### config.mk
export PLATFORM = sky130hd
export DESIGN_NAME = first_fit_block_allocator
export DESIGN_NICKNAME = d
export VERILOG_FILES = /design/src/rtl/ffba_pkg.sv /design/src/rtl/first_fit_block_allocator.sv
export SDC_FILE = /design/constraint.sdc
export NUM_CORES = 2
export LEC_CHECK = 0
export ABC_CLOCK_PERIOD_IN_PS = 15200
export BUFFER_PORTS_ARGS = -buffer_cell sky130_fd_sc_hd__buf_2
export CORE_ASPECT_RATIO = 0.7
export CORE_MARGIN = 3
export CORE_UTILIZATION = 35
export DETAILED_ROUTE_END_ITERATION = 8
export GPL_TIMING_DRIVEN = 0
export SLEW_MARGIN = 25
export SYNTH_ARGS = -nofsm -noshare
export SYNTH_HDL_FRONTEND = slang
export SYNTH_SLANG_ARGS = --single-unit
### constraint.sdc
create_clock -name clk -period 15.2 [get_ports clk]
set_clock_uncertainty 0.2 [all_clocks]
set_input_delay 2.28 -clock clk [delete_from_list [all_inputs] [get_ports clk]]
set_output_delay 2.28 -clock clk [all_outputs]
set_load 0.01 [all_outputs]
### src/rtl/ffba_pkg.sv
// ----------------------------------------------------------------------------
// ffba_pkg
// Shared types and codes for the first-fit block allocator.
// ----------------------------------------------------------------------------
package ffba_pkg;

  // Operation codes carried on the operation field.
  typedef enum logic [1:0] {
    OP_ALLOC = 2'd0,
    OP_FIND  = 2'd1,
    OP_FREE  = 2'd2,
    OP_CLEAR = 2'd3
  } op_t;

  // Result status codes.
  typedef enum logic [2:0] {
    ST_OK         = 3'd0,
    ST_MISALIGNED = 3'd1,
    ST_NO_REGION  = 3'd2,
    ST_NO_SPACE   = 3'd3,
    ST_NOT_FOUND  = 3'd4,
    ST_FULL       = 3'd5
  } status_t;

  // Sequencer states.
  typedef enum logic [3:0] {
    S_IDLE,
    S_MOD,
    S_QUOT,
    S_CHECK,
    S_ALLOC_WALK,
    S_SHIFT_UP,
    S_WRITE_NEW,
    S_LOOKUP,
    S_SHIFT_DOWN,
    S_DONE
  } state_t;

endpackage

### src/rtl/first_fit_block_allocator.sv
// ----------------------------------------------------------------------------
// first_fit_block_allocator
// Keeps an address-ordered table of allocated blocks in one region and
// serves allocate, find, free and clear requests with a first-fit search.
// ----------------------------------------------------------------------------
// Usage:
// Request words arrive on the in_valid/in_ready channel with operation,
// request_size and start_offset. One result word leaves on the
// out_valid/out_ready channel for every request, carrying status,
// block_offset and block_length. The region size is written through
// cfg_write_en/cfg_write_data; the user must write it only while the block
// is idle, as the block itself does not enforce it. The block works on one
// request at a time. A clear goes straight from acceptance to the done
// state. Find walks the table one entry per cycle. Free moves each later
// entry down one place after the match. Allocate walks the gaps one entry
// per cycle and then moves later entries up one per cycle; walk and moves
// together cover entry_count + 1 entries. When ALIGN_BYTES is not a power
// of two, the reciprocal-multiply states S_MOD and S_QUOT for the alignment
// test come first. The rate is set by the single read port of the entry memory.
// A result waits in an output register, so a stalled receiver does not keep
// the next request from being accepted; only the following completion waits
// for the register to drain. Reset empties the table and zeroes the region
// size; the entry memory itself is not cleared.
// ----------------------------------------------------------------------------
module first_fit_block_allocator
  import ffba_pkg::*;
#(
  parameter int MAX_BLOCKS  = 16,
  parameter int ALIGN_BYTES = 8,
  parameter int OFFSET_BITS = 32
) (
  input  logic        clk,
  input  logic        rst,
  input  logic        cfg_write_en,
  input  logic [31:0] cfg_write_data,
  input  logic        in_valid,
  output logic        in_ready,
  input  logic [1:0]  operation,
  input  logic [31:0] request_size,
  input  logic [31:0] start_offset,
  output logic        out_valid,
  input  logic        out_ready,
  output logic [2:0]  status,
  output logic [31:0] block_offset,
  output logic [31:0] block_length
);

  // Placed starts never exceed the region size, so stored starts need at
  // most 32 bits even when offsets are wider.
  localparam int SW = (OFFSET_BITS < 32) ? OFFSET_BITS : 32;
  localparam int IW = $clog2(MAX_BLOCKS);
  localparam int CW = $clog2(MAX_BLOCKS + 1);
  localparam bit ALIGN_POW2 = ((ALIGN_BYTES & (ALIGN_BYTES - 1)) == 0);
  localparam logic [31:0] ALIGN_MASK = 32'(ALIGN_BYTES - 1);
  localparam logic [31:0] LIMIT_MASK = 32'((64'(1) << SW) - 64'(1));
  localparam logic [CW-1:0] MAX_COUNT = CW'(MAX_BLOCKS);
  // Reciprocal of the alignment for an exact 32-bit quotient:
  // q = (t + ((x - t) >> 1)) >> (L - 1) with t the high word of x * RECIP.
  localparam int ALIGN_LOG = $clog2(ALIGN_BYTES);
  localparam int QUOT_SHIFT = (ALIGN_LOG > 0) ? ALIGN_LOG - 1 : 0;
  localparam logic [63:0] ALIGN_DIFF = (64'(1) << ALIGN_LOG) - 64'(ALIGN_BYTES);
  localparam logic [63:0] RECIP_WIDE = ((ALIGN_DIFF << 32) / 64'(ALIGN_BYTES)) + 64'(1);
  localparam logic [31:0] ALIGN_RECIP = RECIP_WIDE[31:0];

  // Entry memory: one write port and one registered read port.
  logic [SW-1:0] mem_start [MAX_BLOCKS];
  logic [31:0]   mem_len   [MAX_BLOCKS];
  logic          mem_we;
  logic [IW-1:0] mem_waddr;
  logic [SW-1:0] mem_wstart;
  logic [31:0]   mem_wlen;
  logic [IW-1:0] mem_raddr;
  logic [SW-1:0] rd_start;
  logic [31:0]   rd_len;

  state_t        state, state_next;
  logic [31:0]   region_size;
  logic [CW-1:0] count, count_next;
  logic [CW-1:0] idx, idx_next;
  logic [CW-1:0] pos, pos_next;
  logic [32:0]   prev_end, prev_end_next;
  logic [SW-1:0] new_ofs, new_ofs_next;
  op_t           op_r, op_r_next;
  logic [31:0]   req_r, req_r_next;
  logic [31:0]   so_r, so_r_next;
  logic [31:0]   mul_hi, mul_hi_next;
  logic [31:0]   quot, quot_next;
  status_t       res_status, res_status_next;
  logic [31:0]   res_ofs, res_ofs_next;
  logic [31:0]   res_len, res_len_next;
  logic          out_valid_next;
  logic [2:0]    status_next;
  logic [31:0]   block_offset_next, block_length_next;

  // Shared gap unit and helpers.
  logic [31:0] limit;
  logic [31:0] rd_start32;
  logic [31:0] right_raw, right_edge;
  logic [32:0] left_edge;
  logic [33:0] gap;
  logic        fits, skip_head, hit;
  logic        misaligned;
  logic [63:0] recip_prod;
  logic [63:0] quot_prod;
  logic        match;
  logic        out_free;
  logic [CW-1:0] idx_inc;

  assign limit      = region_size & LIMIT_MASK;
  assign rd_start32 = 32'(rd_start);
  assign idx_inc    = idx + CW'(1);

  // Gap between the end of the previous block (or offset zero) and the
  // start of the current block (or the region end), cut at the region end.
  assign right_raw  = (idx < count) ? rd_start32 : limit;
  assign right_edge = (right_raw < limit) ? right_raw : limit;
  assign left_edge  = (idx == '0) ? 33'd0 : prev_end;
  assign gap        = {2'b00, right_edge} - {1'b0, left_edge};
  assign fits       = !gap[33] && (gap[32:0] >= {1'b0, req_r});
  // The head gap only counts when the first block does not start at zero.
  assign skip_head  = (idx == '0) && (count != '0) && (rd_start == '0);
  assign hit        = fits && !skip_head;

  // Alignment test for other alignments: the size is aligned exactly when
  // the quotient times the alignment gives the size back.
  assign recip_prod = {32'd0, req_r} * {32'd0, ALIGN_RECIP};
  assign quot_prod  = {32'd0, quot} * 64'(ALIGN_BYTES);

  assign misaligned = ALIGN_POW2 ? ((req_r & ALIGN_MASK) != '0)
                                 : (quot_prod != {32'd0, req_r});
  assign match      = (idx < count) && (rd_start32 == so_r);
  assign out_free   = !out_valid || out_ready;

  // Next-state logic.
  always_comb begin
    state_next = state;
    unique case (state)
      S_IDLE: begin
        if (in_valid) begin
          unique case (op_t'(operation))
            OP_CLEAR: state_next = S_DONE;
            OP_ALLOC: state_next = ALIGN_POW2 ? S_CHECK : S_MOD;
            OP_FIND, OP_FREE: state_next = S_LOOKUP;
            default: state_next = S_IDLE;
          endcase
        end
      end
      S_MOD: state_next = S_QUOT;
      S_QUOT: state_next = S_CHECK;
      S_CHECK: begin
        if (misaligned || region_size == '0 || count >= MAX_COUNT) begin
          state_next = S_DONE;
        end else begin
          state_next = S_ALLOC_WALK;
        end
      end
      S_ALLOC_WALK: begin
        if (hit) begin
          state_next = (idx < count) ? S_SHIFT_UP : S_WRITE_NEW;
        end else if (idx == count) begin
          state_next = S_DONE;
        end
      end
      S_SHIFT_UP: begin
        if (idx == pos) begin
          state_next = S_WRITE_NEW;
        end
      end
      S_WRITE_NEW: state_next = S_DONE;
      S_LOOKUP: begin
        if (idx == count) begin
          state_next = S_DONE;
        end else if (match) begin
          if (op_r == OP_FREE && idx_inc < count) begin
            state_next = S_SHIFT_DOWN;
          end else begin
            state_next = S_DONE;
          end
        end
      end
      S_SHIFT_DOWN: begin
        if (idx_inc == count) begin
          state_next = S_DONE;
        end
      end
      S_DONE: begin
        if (out_free) begin
          state_next = S_IDLE;
        end
      end
      default: state_next = S_IDLE;
    endcase
  end

  // Datapath, memory control and result logic.
  always_comb begin
    count_next        = count;
    idx_next          = idx;
    pos_next          = pos;
    prev_end_next     = prev_end;
    new_ofs_next      = new_ofs;
    op_r_next         = op_r;
    req_r_next        = req_r;
    so_r_next         = so_r;
    mul_hi_next       = mul_hi;
    quot_next         = quot;
    res_status_next   = res_status;
    res_ofs_next      = res_ofs;
    res_len_next      = res_len;
    mem_we            = 1'b0;
    mem_waddr         = idx[IW-1:0];
    mem_wstart        = rd_start;
    mem_wlen          = rd_len;
    out_valid_next    = out_valid && !out_ready;
    status_next       = status;
    block_offset_next = block_offset;
    block_length_next = block_length;

    unique case (state)
      S_IDLE: begin
        if (in_valid) begin
          op_r_next       = op_t'(operation);
          req_r_next      = request_size;
          so_r_next       = start_offset;
          idx_next        = '0;
          res_status_next = ST_OK;
          res_ofs_next    = '0;
          res_len_next    = '0;
          if (op_t'(operation) == OP_CLEAR) begin
            count_next = '0;
          end
        end
      end
      S_MOD: begin
        mul_hi_next = recip_prod[63:32];
      end
      S_QUOT: begin
        quot_next = (mul_hi + ((req_r - mul_hi) >> 1)) >> QUOT_SHIFT;
      end
      S_CHECK: begin
        idx_next = '0;
        if (misaligned) begin
          res_status_next = ST_MISALIGNED;
        end else if (region_size == '0) begin
          res_status_next = ST_NO_REGION;
        end else if (count >= MAX_COUNT) begin
          res_status_next = ST_FULL;
        end
      end
      S_ALLOC_WALK: begin
        if (hit) begin
          pos_next     = idx;
          new_ofs_next = left_edge[SW-1:0];
          if (idx < count) begin
            idx_next = count - CW'(1);
          end
        end else if (idx == count) begin
          res_status_next = ST_NO_SPACE;
        end else begin
          prev_end_next = {1'b0, rd_start32} + {1'b0, rd_len};
          idx_next      = idx_inc;
        end
      end
      S_SHIFT_UP: begin
        // Entry idx moves up one place; the next read is the entry below.
        mem_we    = 1'b1;
        mem_waddr = idx_inc[IW-1:0];
        if (idx != pos) begin
          idx_next = idx - CW'(1);
        end
      end
      S_WRITE_NEW: begin
        mem_we       = 1'b1;
        mem_waddr    = pos[IW-1:0];
        mem_wstart   = new_ofs;
        mem_wlen     = req_r;
        count_next   = count + CW'(1);
        res_ofs_next = 32'(new_ofs);
        res_len_next = req_r;
      end
      S_LOOKUP: begin
        if (idx == count) begin
          res_status_next = ST_NOT_FOUND;
        end else if (match) begin
          if (op_r == OP_FIND) begin
            res_ofs_next = rd_start32;
            res_len_next = rd_len;
          end else if (idx_inc < count) begin
            idx_next = idx_inc;
          end else begin
            count_next = count - CW'(1);
          end
        end else begin
          idx_next = idx_inc;
        end
      end
      S_SHIFT_DOWN: begin
        // Entry idx moves down one place over the freed slot.
        mem_we    = 1'b1;
        mem_waddr = IW'(idx - CW'(1));
        if (idx_inc == count) begin
          count_next = count - CW'(1);
        end else begin
          idx_next = idx_inc;
        end
      end
      S_DONE: begin
        if (out_free) begin
          out_valid_next    = 1'b1;
          status_next       = res_status;
          block_offset_next = res_ofs;
          block_length_next = res_len;
        end
      end
      default: begin
        idx_next = idx;
      end
    endcase
  end

  assign mem_raddr = idx_next[IW-1:0];
  assign in_ready  = (state == S_IDLE);

  // Entry memory.
  always_ff @(posedge clk) begin
    if (mem_we) begin
      mem_start[mem_waddr] <= mem_wstart;
      mem_len[mem_waddr]   <= mem_wlen;
    end
    rd_start <= mem_start[mem_raddr];
    rd_len   <= mem_len[mem_raddr];
  end

  // Control registers.
  always_ff @(posedge clk) begin
    if (rst) begin
      state       <= S_IDLE;
      count       <= '0;
      out_valid   <= 1'b0;
      region_size <= '0;
    end else begin
      state     <= state_next;
      count     <= count_next;
      out_valid <= out_valid_next;
      if (cfg_write_en) begin
        region_size <= cfg_write_data;
      end
    end
  end

  // Payload registers.
  always_ff @(posedge clk) begin
    idx          <= idx_next;
    pos          <= pos_next;
    prev_end     <= prev_end_next;
    new_ofs      <= new_ofs_next;
    op_r         <= op_r_next;
    req_r        <= req_r_next;
    so_r         <= so_r_next;
    mul_hi       <= mul_hi_next;
    quot         <= quot_next;
    res_status   <= res_status_next;
    res_ofs      <= res_ofs_next;
    res_len      <= res_len_next;
    status       <= status_next;
    block_offset <= block_offset_next;
    block_length <= block_length_next;
  end

endmodule
==> insert_results.sql <==
INSERT INTO impl_metrics (metric_group, metric, value, unit) VALUES
('synth', 'synth_fp_nets', '4352', ''),
('timing', 'final-hold-violation-count', '0', ''),
('synth', 'post_synthesis_share_of_cell_area_spent_on_and_or_nand_and_nor_gates', '0.0697', ''),
('worst_setup_path', 'reg2reg_to', 'rd_len[21]', ''),
('clock_network', 'tritoncts_clock_tree', 'yes', ''),
('finish', 'nets', '4747', ''),
('clock_network', 'cts.sinks', '1405', ''),
('synth', 'synth_area_per_cell', '14.5', 'um^2'),
('timing', 'final-setup-viol-count', '0', ''),
('worst_setup_path', 'worstPathRequired', '15630', 'ps'),
('synth', 'area_fraction_in_compound_gates_after_synthesis', '0.0739', ''),
('place', 'pre_cts_setup_slack', '-666', 'ps'),
('power_and_ir_drop', 'post-layout-total-power', '17.9', 'mW'),
('die', 'coreArea', '167000', 'um^2'),
('finish', 'regArea', '41100', 'um^2'),
('route', 'route.detailed.drc', '0', ''),
('die', 'die_w', '498', 'um'),
('global_route', 'grt_pass1_vias', '35900', ''),
('global_route', 'grt_max_degree', '36', ''),
('worst_hold_path', 'hold-path-cell-count', '0', ''),
('finish', 'final.fill_count', '15000', ''),
('synth', 'synth-adder-area-share', '0.0306', ''),
('power_and_ir_drop', 'static-leakage-power', '26.2', 'nW'),
('synth', 'synth-xor-area-share', '0.0143', ''),
('route', 'final_antenna_net_count', '0', ''),
('synth', 'dominant_combinational_cell_family_by_area_after_synthesis', 'multiplexers', ''),
('clock_network', 'clk_transition_reported_paths', '70', 'ps'),
('synth', 'netlist_instances', '4105', ''),
('synth', 'synth_sequential_area_ratio', '0.692', ''),
('clock_network', 'number_of_cts_inserted_buffers', '132', ''),
('clock_network', 'clkLatencyLatePin', '770', 'ps'),
('status', 'run_status', 'completed', ''),
('finish', 'multi_input_area', '17000', 'um^2'),
('worst_hold_path', 'min_delay_worst_endpoint', 'block_length[1]', ''),
('timing', 'worst_slew_margin_rel', '0.224', ''),
('synth', 'yosys.cell_types.count', '74', ''),
('timing', 'worst_path_setup_slack_after_routing', '846', 'ps'),
('clock_network', 'cts-root-to-sink-buffers', '3', ''),
('worst_setup_path', 'crit_path_max_incr_delay', '620', 'ps'),
('timing', 'minimum_clock_period_after_layout', '14350', 'ps'),
('synth', 'async_reset_ff_frac', '0', ''),
('place', 'placed_cells_incl_taps', '6589', ''),
('finish', 'instances_no_fill', '6842', ''),
('synth', 'synth_edf_count', '1295', ''),
('route', 'detail_route.iter0.violations', '5306', ''),
('timing', 'rsz0062_at_grt', 'false', ''),
('global_route', 'grt_pass1_wl', '273000', 'um'),
('worst_setup_path', 'reg2reg_setup_slack', '850', 'ps'),
('synth', 'synth_area', '59300', 'um^2'),
('place', 'io_buffers', '169', ''),
('power_and_ir_drop', 'vdd_drop_max', '161', 'uV'),
('global_route', 'grt_overflow', '0', ''),
('worst_setup_path', 'crit_fanout', '10', ''),
('global_route', 'groute.usage.overall', '0.220', ''),
('die', 'fp.dieArea', '175000', 'um^2'),
('finish', 'areaGrowthSynthToFinish', '17.4', '%'),
('timing', 'final.period_utilization', '0.944', ''),
('route', 'drtPass1Iterations', '6', ''),
('worst_setup_path', 'worst_setup_path_start_kind', 'register', ''),
('die', 'die_height', '350', 'um'),
('worst_hold_path', 'hold_path_startpoint', 'res_len[1]', ''),
('die', 'ioPinCount', '172', ''),
('synth', 'netlist_top_cells_area', 'edfxtp_1 66%, mux2i_1 9.2%, dfxtp_1 3.7%', ''),
('route', 'post_dr_vias_cell', '5.66', ''),
('synth', 'synth-main-ff-cell', 'edfxtp_1', ''),
('worst_setup_path', 'worst_path_max_delay_cell', 'buf_2', ''),
('flow_run', 'max_cap_viols', '0', ''),
('worst_setup_path', 'timing.critical_path.mode_cell', 'a21oi_1', ''),
('synth', 'yosys_warns', '0', ''),
('synth', 'ys_ff_latch', '1405', ''),
('global_route', 'number_of_antenna_violations_at_the_first_check_in_global_routing', '8', '');
cell type report:
| class | count | share of cell area |
|---|---|---|
| Timing Repair Buffer | 262 | 0.0410 |
| Clock buffer | 178 | 0.0519 |
| Tap cell | 2222 | 0.0399 |
| Multi-Input combinational cell | 2330 | 0.243 |
| Clock inverter | 67 | 0.00963 |
| Inverter | 169 | 0.00911 |
| Antenna cell | 9 | 0.000323 |
| Buffer | 200 | 0.0149 |
| Sequential cell | 1405 | 0.590 |
sequential cells by signal, summed over array words and instances (netlist names), 3 cells and up:
name,count
res_len,32
rd_start,32
new_ofs,32
status,3
state,4
idx,5
prev_end,33
mem_start,512
count,5
pos,5
res_ofs,32
rd_len,32
block_offset,32
res_status,3
mem_len,512
block_length,32
req_r,32
limit,32
so_r,32
repair_timing:
action                     4_1_cts  5_1_grt
hold buffers                     0        0
gates cloned                     0        0
resized for setup               13       83
setup endpoints to repair       64       74
buffers inserted                 0        0
pin swaps                        0        2
power breakdown:
| group | total, mW | internal [mW] | switching (mW) |
|---|---|---|---|
| clock | 3.32 | 1.81 | 1.51 |
| combinational | 8.78 | 3.09 | 5.70 |
| sequential | 5.84 | 5.32 | 0.522 |
| total | 17.9 | 10.2 | 7.73 |
through the flow:
step / hold WS (ps) / utilization / area, um^2 / setup TNS [ps]
after floorplan: 200 / - / 59300 / 0
after global placement: 205 / 0.377 / 63000 / -185870
after CTS: 218 / 0.416 / 69500 / 0
final: 215 / 0.417 / 69700 / 0
after detailed placement: 205 / 0.390 / 65200 / -33410
after global routing: 223 / 0.417 / 69600 / 0
critical path, delay by kind of cell (launching register included):
| kind | cells | cell delay (ps) |
|---|---|---|
| AND/OR/NAND/NOR | 18 | 3290 |
| flip-flops | 1 | 450 |
| adder cells (fa/ha/maj) | 5 | 1690 |
| multiplexers | 1 | 100 |
| AO/OA/AOI/OAI | 27 | 5800 |
| buffers and inverters | 11 | 2620 |
per-layer routing:
| layer | global-route usage | part of all wire | routed length (um) | vias up |
|---|---|---|---|---|
| li1 | - | - | - | 16600 |
| met1 | 0.320 | 0.43 | 84900 | 19600 |
| met2 | 0.321 | 0.43 | 84700 | 2220 |
| met3 | 0.0562 | 0.11 | 22700 | 283 |
| met4 | 0.0667 | 0.027 | 5280 | 0 |
| met5 | 0 | 0 | 0 | - |
cells in the mapped netlist, types with 10 or more instances:
library cell / number
a211oi_1: 14
a21o_1: 44
a21oi_1: 115
and3_1: 36
buf_1: 14
buf_2: 54
buf_4: 17
clkbuf_1: 110
dfxtp_1: 110
edfxtp_1: 1295
ha_1: 142
inv_1: 167
mux2i_1: 548
nand2_1: 323
nand2b_1: 17
nand3_1: 62
nand4_1: 30
nor2_1: 150
nor2b_1: 19
nor3_1: 30
nor4_1: 56
o21a_1: 17
o21ai_0: 119
o21bai_1: 10
o22ai_1: 258
o311ai_0: 32
or3_1: 34
or4_1: 67
xnor2_1: 73
xor2_1: 24
cell usage in the layout (no fill, tap or decap), types with 18 or more instances in the layout:
cell type,n
edfxtp_1,1295
mux2i_1,548
nand2_1,320
o22ai_1,258
buf_2,202
inv_1,166
ha_1,142
nor2_1,134
clkbuf_16,134
clkbuf_1,115
a21oi_1,115
dfxtp_1,109
o21ai_0,85
xnor2_1,73
or4_1,67
nand3_1,57
nor4_1,55
a21o_1,44
buf_16,40
buf_12,37
and3_1,36
or3_1,34
clkbuf_2,32
o311ai_0,32
nand4_1,30
nor3_1,28
buf_4,27
o21ai_1,25
xor2_1,24
clkbuf_4,23
clkinv_1,20
nor2b_1,18
cell families (layout without fill, tap and decap cells):
| group | after synthesis | count (layout) |
|---|---|---|
| xor+xnor | 97 | 97 |
| simple gates | 850 | 850 |
| flops | 1405 | 1405 |
| other cells | 0 | 9 |
| compound gates | 690 | 690 |
| buf+inv | 370 | 876 |
| fa+ha+maj | 144 | 144 |
| mux | 549 | 549 |
worst max-delay path by stage:
stage | startpoint | to | cells past startpoint
after floorplan | count[2] | state[1] | 59
after global placement | count[2] | state[1] | 59
after detailed placement | count[2] | rd_start[27] | 64
after CTS | count[2] | rd_len[22] | 62
after global routing | count[1] | rd_start[16] | 63
final | count[1] | rd_len[21] | 62
Note: power is estimated with default switching activity, not from simulation.
